## src/rtti_pkg.sv

```systemverilog
package rtti_pkg;

    localparam int OUT_BITS = 64;
    localparam int VALUE_BITS_DEFAULT = 64;
    localparam int CP_BITS = 21;
    localparam int RADIX_BITS = 6;

    localparam logic [RADIX_BITS-1:0] RESET_RADIX = 6'd10;

    localparam logic [CP_BITS-1:0] CHAR_MINUS = 21'h2D;
    localparam logic [CP_BITS-1:0] CHAR_PLUS = 21'h2B;
    localparam logic [CP_BITS-1:0] CHAR_0 = 21'h30;
    localparam logic [CP_BITS-1:0] CHAR_9 = 21'h39;
    localparam logic [CP_BITS-1:0] CHAR_UA = 21'h41;
    localparam logic [CP_BITS-1:0] CHAR_UZ = 21'h5A;
    localparam logic [CP_BITS-1:0] CHAR_LA = 21'h61;
    localparam logic [CP_BITS-1:0] CHAR_LZ = 21'h7A;
    localparam logic [RADIX_BITS-1:0] LETTER_BASE = 6'd10;

    typedef struct packed {
        logic [CP_BITS-1:0] code_point;
        logic [RADIX_BITS-1:0] radix;
        logic last;
        logic empty_req;
    } item_t;

    typedef struct packed {
        logic [OUT_BITS-1:0] value;
        logic valid_res;
    } result_t;

    typedef struct packed {
        logic ok;
        logic [RADIX_BITS-1:0] val;
    } digit_t;

    function automatic digit_t digit_of(input logic [CP_BITS-1:0] c);
        digit_t d;
        logic [CP_BITS-1:0] off;
        d.ok = 1'b0;
        d.val = '0;
        off = '0;
        if (c >= CHAR_0 && c <= CHAR_9)
        begin
            off = c - CHAR_0;
            d.ok = 1'b1;
            d.val = off[RADIX_BITS-1:0];
        end
        else if (c >= CHAR_UA && c <= CHAR_UZ)
        begin
            off = c - CHAR_UA;
            d.ok = 1'b1;
            d.val = off[RADIX_BITS-1:0] + LETTER_BASE;
        end
        else if (c >= CHAR_LA && c <= CHAR_LZ)
        begin
            off = c - CHAR_LA;
            d.ok = 1'b1;
            d.val = off[RADIX_BITS-1:0] + LETTER_BASE;
        end
        return d;
    endfunction

endpackage

```

## src/rtti_acc.sv

```systemverilog
module rtti_acc #(
    parameter int VALUE_BITS = rtti_pkg::VALUE_BITS_DEFAULT
) (
    input  logic             clk,
    input  logic             rst_n,
    input  logic             advance,
    input  rtti_pkg::item_t  item,
    output logic             produce,
    output rtti_pkg::result_t result
);

    logic [VALUE_BITS-1:0] acc_reg, acc_next;
    logic at_first_reg, at_first_next;
    logic negative_reg, negative_next;
    logic bad_reg, bad_next;
    logic [rtti_pkg::RADIX_BITS-1:0] radix_reg, radix_next;

    logic [VALUE_BITS-1:0] acc0;
    logic neg0;
    logic bad0;
    logic [rtti_pkg::RADIX_BITS-1:0] rad;
    logic is_sign;
    rtti_pkg::digit_t dig;
    logic [VALUE_BITS+rtti_pkg::RADIX_BITS-1:0] prod;
    logic [VALUE_BITS-1:0] acc1;
    logic neg1;
    logic bad1;
    logic signed [VALUE_BITS-1:0] signed_val;

    always_comb
    begin
        acc0 = at_first_reg ? '0 : acc_reg;
        neg0 = at_first_reg ? 1'b0 : negative_reg;
        bad0 = at_first_reg ? 1'b0 : bad_reg;
        rad = at_first_reg ? item.radix : radix_reg;
        is_sign = at_first_reg
            && (item.code_point == rtti_pkg::CHAR_MINUS || item.code_point == rtti_pkg::CHAR_PLUS);
        dig = rtti_pkg::digit_of(item.code_point);
        prod = (VALUE_BITS + rtti_pkg::RADIX_BITS)'(acc0)
             * (VALUE_BITS + rtti_pkg::RADIX_BITS)'(rad);

        acc1 = acc0;
        neg1 = neg0;
        bad1 = bad0;
        if (is_sign)
        begin
            if (item.last)
                bad1 = 1'b1;
            else
                neg1 = (item.code_point == rtti_pkg::CHAR_MINUS);
        end
        else if (!dig.ok || dig.val >= rad)
        begin
            bad1 = 1'b1;
        end
        else
        begin
            acc1 = prod[VALUE_BITS-1:0] + VALUE_BITS'(dig.val);
        end

        signed_val = neg1 ? (~acc1 + VALUE_BITS'(1)) : acc1;

        produce = item.empty_req | item.last;
        result.value = '0;
        result.valid_res = 1'b0;
        if (!item.empty_req && !bad1)
        begin
            result.value = rtti_pkg::OUT_BITS'(signed_val);
            result.valid_res = 1'b1;
        end

        acc_next = acc1;
        negative_next = neg1;
        bad_next = bad1;
        radix_next = rad;
        at_first_next = 1'b0;
        if (item.empty_req)
        begin
            radix_next = radix_reg;
        end
        if (produce)
        begin
            acc_next = '0;
            negative_next = 1'b0;
            bad_next = 1'b0;
            at_first_next = 1'b1;
        end
    end

    always_ff @(posedge clk or negedge rst_n)
    begin
        if (!rst_n)
        begin
            acc_reg <= '0;
            at_first_reg <= 1'b1;
            negative_reg <= 1'b0;
            bad_reg <= 1'b0;
            radix_reg <= rtti_pkg::RESET_RADIX;
        end
        else if (advance)
        begin
            acc_reg <= acc_next;
            at_first_reg <= at_first_next;
            negative_reg <= negative_next;
            bad_reg <= bad_next;
            radix_reg <= radix_next;
        end
    end

endmodule

```

## src/radix_text_to_integer.sv

```systemverilog
// A beat is held in the input register, and a string's result in the output register.
// Throughput: one beat per cycle, unless a string end waits behind an untaken result;
// the single multiply-add by the radix sets the cycle. The two registers part the two
// sides, so a beat is taken while a result waits, unless the held beat ends a string.
// Reset empties both registers and clears the string state; the held radix returns to ten.
module radix_text_to_integer #(
    parameter int VALUE_BITS = rtti_pkg::VALUE_BITS_DEFAULT
) (
    input  logic        clk,
    input  logic        rst_n,
    input  logic        s_axis_tvalid,
    output logic        s_axis_tready,
    input  logic [31:0] s_axis_tdata,  // code_point[20:0], radix[26:21], zero fill
    input  logic        s_axis_tlast,
    input  logic        s_axis_tuser,  // empty_req
    output logic        m_axis_tvalid,
    input  logic        m_axis_tready,
    output logic [63:0] m_axis_tdata,  // value[63:0]
    output logic        m_axis_tuser   // valid_res
);

    logic in_valid_reg, in_valid_next;
    rtti_pkg::item_t in_item_reg;
    logic out_valid_reg, out_valid_next;
    rtti_pkg::result_t out_reg;
    rtti_pkg::result_t result;
    logic produce;
    logic advance;

    rtti_acc #(
        .VALUE_BITS(VALUE_BITS)
    ) u_acc (
        .clk(clk),
        .rst_n(rst_n),
        .advance(advance),
        .item(in_item_reg),
        .produce(produce),
        .result(result)
    );

    always_comb
    begin
        advance = in_valid_reg && (!produce || !out_valid_reg || m_axis_tready);
        s_axis_tready = !in_valid_reg || advance;
        in_valid_next = (s_axis_tvalid && s_axis_tready) || (in_valid_reg && !advance);
        if (advance && produce)
            out_valid_next = 1'b1;
        else if (m_axis_tready)
            out_valid_next = 1'b0;
        else
            out_valid_next = out_valid_reg;
    end

    always_ff @(posedge clk or negedge rst_n)
    begin
        if (!rst_n)
        begin
            in_valid_reg <= 1'b0;
            out_valid_reg <= 1'b0;
        end
        else
        begin
            in_valid_reg <= in_valid_next;
            out_valid_reg <= out_valid_next;
        end
    end

    always_ff @(posedge clk)
    begin
        if (s_axis_tvalid && s_axis_tready)
        begin
            in_item_reg.code_point <= s_axis_tdata[20:0];
            in_item_reg.radix <= s_axis_tdata[26:21];
            in_item_reg.last <= s_axis_tlast;
            in_item_reg.empty_req <= s_axis_tuser;
        end
        if (advance && produce)
            out_reg <= result;
    end

    assign m_axis_tvalid = out_valid_reg;
    assign m_axis_tdata = out_reg.value;
    assign m_axis_tuser = out_reg.valid_res;

endmodule
```

## config.mk

```make
export PLATFORM = sky130hd
export DESIGN_NAME = radix_text_to_integer
export DESIGN_NICKNAME = d
export VERILOG_FILES = /design/src/rtti_pkg.sv /design/src/rtti_acc.sv /design/src/radix_text_to_integer.sv
export SDC_FILE = /design/constraint.sdc
export NUM_CORES = 1
export LEC_CHECK = 0
export BUFFER_PORTS_ARGS = -buffer_cell sky130_fd_sc_hd__buf_2
export CORE_UTILIZATION = 58
export DETAILED_ROUTE_END_ITERATION = 7
export GPL_TIMING_DRIVEN = 0
export PLACE_DENSITY = 0.87
export SYNTH_ARGS = -nofsm -noshare
export SYNTH_HDL_FRONTEND = slang
export SYNTH_SLANG_ARGS = --single-unit
```

## constraint.sdc

```tcl
create_clock -name clk -period 8.25 [get_ports clk]
set_input_delay 1.65 -clock clk [delete_from_list [all_inputs] [get_ports clk]]
set_output_delay 1.65 -clock clk [all_outputs]
set_load 0.02 [all_outputs]
```

==> results.md <==
* Status: completed
* Number of global-route vias before repair at 21716
* Largest net degree at the start of global routing at 43
* Compound-Gate Fraction of Synth Area at 17.0%
* Max stage delay on crit path at 0.63 ns
* H-tree Lvls at 4
* Die Ht at 200 um
* Crit path top cell by count: fa_1
* Internal power at 0.00151 W
* I/O Pins at 105
* Max Slew Vio Count at 0
* Seq pwr share at 40.2%
* Initial antenna violation count at 1
* Measured slew at the worst slew-check pin at 1.37 ns
* Hold Path Class: reg2reg
* Area taken by multi-input logic gates at 0.0174 mm2
* # hold bufs at CTS at 0
* Drt drc at 0
* FFs w/ async S/R, synth at 44.4%
* Wire per inst at 25.5 um
* Final hold violation count at 0
* CP top delay family: compound AO/OA/AOI/OAI gates
* Total wire length at 85200 um
* CP Cell Sequence: buf_4, clkinvlp_4, clkbuf_2, clkbuf_2, and3_1, fa_1, fa_1, fa_1, ha_1, ha_1, a21oi_1, o21a_1, o221ai_2, a32oi_2, nand4_1, a21o_1, a211oi_1, o211a_1, and2_1, or3b_2, o41ai_2, xnor2_1, nor2_1
* Syn_nets at 3083
* Crit Path Max Fanout at 10
* First-pass GRT wire length at 128000 um
* First-pass iteration count of the detailed router at 7
* GP Congestion at 1.04
* Via Count at 22112
* Clock Sink Count at 169
* Yosys cell types at 91
* Setup CP Type: reg2reg
* Max Buffers Root-to-Sink at 2
* Vias per cell at 6.63
* Cell count after synthesis at 2664
* Crit. End Element: register
* Reg clk slew, reported paths at 0.09 ns
* Total CTS buffers at 17
* Worst setup path end: m_axis_tdata[63]$_SDFFCE_PN0P_
* Clock Skew at 0.0187 ns
* P_leak at 11.8 nW
* WHS at 0.521 ns
* IR drop worst, VDD at 183 uV
* Total Routing Usage GR at 43.7%
* Adder-cell area share of the yosys netlist at 28.9%
* Final nets at 3222
* PortBufs at 99
* Post-Synth XOR/XNOR Area at 3.97%
* Die width at 200 um
* Setup TNS Final at 0 ns
* Post-synthesis mux area share at 0.435%
* Worst slew margin at 8.57%
* ANT nets after route at 0
* Final setup violation count at 0
* Standard-cell rows at 72
* Dpl hpwl at 65900 um
* R2R Path End: m_axis_tdata[63]$_SDFFCE_PN0P_
* Worst-Skew Late Latency at 0.49 ns
* Net Sw Frac at 37.8%
* CP Launch Type: register
* Root Driver: clkbuf_16
* Synth Warn # at 0
* Reg2Reg Launch Point: u_acc.at_first_reg$_DFFE_PN1P_
* Initial Util at 58.8%
* Synthesized area per cell at 8.53 um2
* Largest family of logic cells by synthesized area: adder cells
* Crit path buffers/inverters at 4
* Most common flop cell mapped by yosys: edfxtp_1
* Fmax at 123 MHz
* Fraction of layout cells with a size suffix above 1 at 12.3%
* Die area at 0.0400 mm2
* Clock network power share at 35.7%
* Tmin final at 8.14 ns
* Psw at 0.000918 W
* Critical Path RT at 8.45 ns
* PwrDens at 94.6 mW/mm2
* Comb power frac at 24.1%
* #FFs+latches synth at 169
* CP Data Arrival Time at 8.34 ns
* Post-synth EDFFs at 94
* CTS tree: built
* Filler instances at 3048
* Seq. cell area at 0.00471 mm2
* Sequential element share of the synthesized area at 20.7%
* DR iter-0 viols at 2895
* Pwr Total at 0.00243 W
* Area Growth Syn to Fin at 13.0%
* Post-Synth Simple-Gate Area at 23.1%
* Core area at 0.0386 mm2
* Crit path from: u_acc.at_first_reg$_DFFE_PN1P_
* GRT overflow at 0
* MaxCap Viol Count at 0
* Crit. path cell count at 23
* Reg2reg setup slack at 0.11 ns
* Cell Area, Synth at 0.0227 mm2
* Final Cycle Share at 98.6%
* Reg2reg path depth at 23
* Slowest CP cell: dfstp_4
cells in the mapped netlist (all sizes together) (18+ instances only):
cell | number | area (um2)
nor3 | 37 | 190
nand2 | 364 | 1370
o211ai | 19 | 143
fa | 240 | 4800
a22o | 32 | 280
a21o | 26 | 195
edfxtp | 94 | 2820
o21a | 31 | 233
nand3 | 45 | 230
o21ai | 162 | 811
a21oi | 147 | 736
nor2b | 60 | 375
nor2 | 195 | 737
xnor2 | 61 | 534
a211oi | 18 | 153
dfrtp | 72 | 1800
o31ai | 20 | 169
xor2 | 42 | 368
and2 | 214 | 1340
a31oi | 18 | 113
and3 | 30 | 188
ha | 141 | 1760
nand4 | 42 | 263
clkbuf | 143 | 537
inv | 204 | 766
area by class of cell:
cell class                 instances  area share [%]
inverter                         204            3.00
clock buffer                      17            1.66
timing repair buffer             139            3.49
multi-input combinational       2138            67.7
buffer                           134            2.58
clock inverter                    15           0.678
antenna                            1         0.00975
sequential                       169            18.3
tap                              518            2.53
metal layers:
metal	track usage, %	routed length, um	vias up
li1	-	-	9358
met3	16.2	12200	375
met1	56.2	31900	10664
met4	25.4	5260	0
met2	63.1	35800	1715
met5	0	0	-
worst reg2reg max path, delay by kind of cell, from the launching register on:
family          cells  cell delay [ns]
compound gates      8             2.54
flops               1             0.63
buf+inv             4             0.93
xor+xnor            1             0.18
fa+ha+maj           5             2.23
simple gates        5             1.35
placed cells by master (no fill, tap or decap), drive strengths merged, types with 6 or more instances in the layout:
cell type	synthesis	final
o31ai	20	20
clkbuf	143	132
o21ai	162	162
fa	240	240
a31oi	18	18
and4	9	9
a31o	6	6
xnor2	61	61
or3	11	11
buf	10	158
a211oi	18	18
a211o	9	9
nor3	37	37
inv	204	212
or2	9	9
nand3	45	45
a22oi	9	9
o21bai	12	12
and2	214	214
nand2b	10	10
nand3b	7	7
o31a	9	9
a21boi	7	7
a21oi	147	147
dfrtp	72	72
o211ai	19	19
a221oi	9	9
edfxtp	94	94
nor2b	60	60
nor4	13	13
a22o	32	32
ha	141	141
and3	30	30
nor2	195	195
o21a	31	31
nand2	364	364
a21o	26	26
nand4	42	42
xor2	42	42
through the flow:
step	instance area [um2]	util (%)	worst slack, ns	std cells
2_1_floorplan	22700	-	0.0899	2664
3_3_place_gp	23900	61.7	-3.84	3281
3_5_place_dp	24000	62.0	-3.88	3285
4_1_cts	25200	65.2	0.00158	3332
5_1_grt	25700	66.4	-0.0260	3334
6_report	25700	66.4	0.112	3335
power groups by stage:
stage	registers, W	clock network [W]	logic (W)
after floorplan	0.00101	0	0.000222
after global placement	0.000992	0	0.000482
after detailed placement	0.000989	0	0.000504
after CTS	0.000973	0.000857	0.000542
after global routing	0.000980	0.000883	0.000593
final	0.000977	0.000866	0.000586
what timing repair did:
item | in CTS | in global routing
endpoints found under the setup margin | 121 | 35
pin swaps | 13 | 26
gates resized for setup | 136 | 96
endpoints found under the hold margin | 0 | 0
setup buffers | 20 | 16
kinds of logic after synthesis:
group / count (synthesis)
simple gates: 1059
compound gates: 586
fa+ha+maj: 381
buf+inv: 357
flops: 169
xor+xnor: 103
mux: 9
how the worst min path moves through the flow:
stage,slack [ns],to,cells after the start,startpoint
after floorplan,0.47,u_acc.bad_reg$_DFFE_PN0P_,2,u_acc.bad_reg$_DFFE_PN0P_
after global placement,0.49,u_acc.acc_reg[63]$_DFFE_PN0P_,2,u_acc.acc_reg[63]$_DFFE_PN0P_
after detailed placement,0.49,u_acc.acc_reg[63]$_DFFE_PN0P_,2,u_acc.acc_reg[63]$_DFFE_PN0P_
after CTS,0.51,u_acc.acc_reg[63]$_DFFE_PN0P_,2,u_acc.acc_reg[63]$_DFFE_PN0P_
after global routing,0.55,u_acc.negative_reg$_DFFE_PN0P_,2,u_acc.negative_reg$_DFFE_PN0P_
final,0.52,u_acc.acc_reg[63]$_DFFE_PN0P_,2,u_acc.acc_reg[63]$_DFFE_PN0P_
Power figures use the tool's default switching activity.
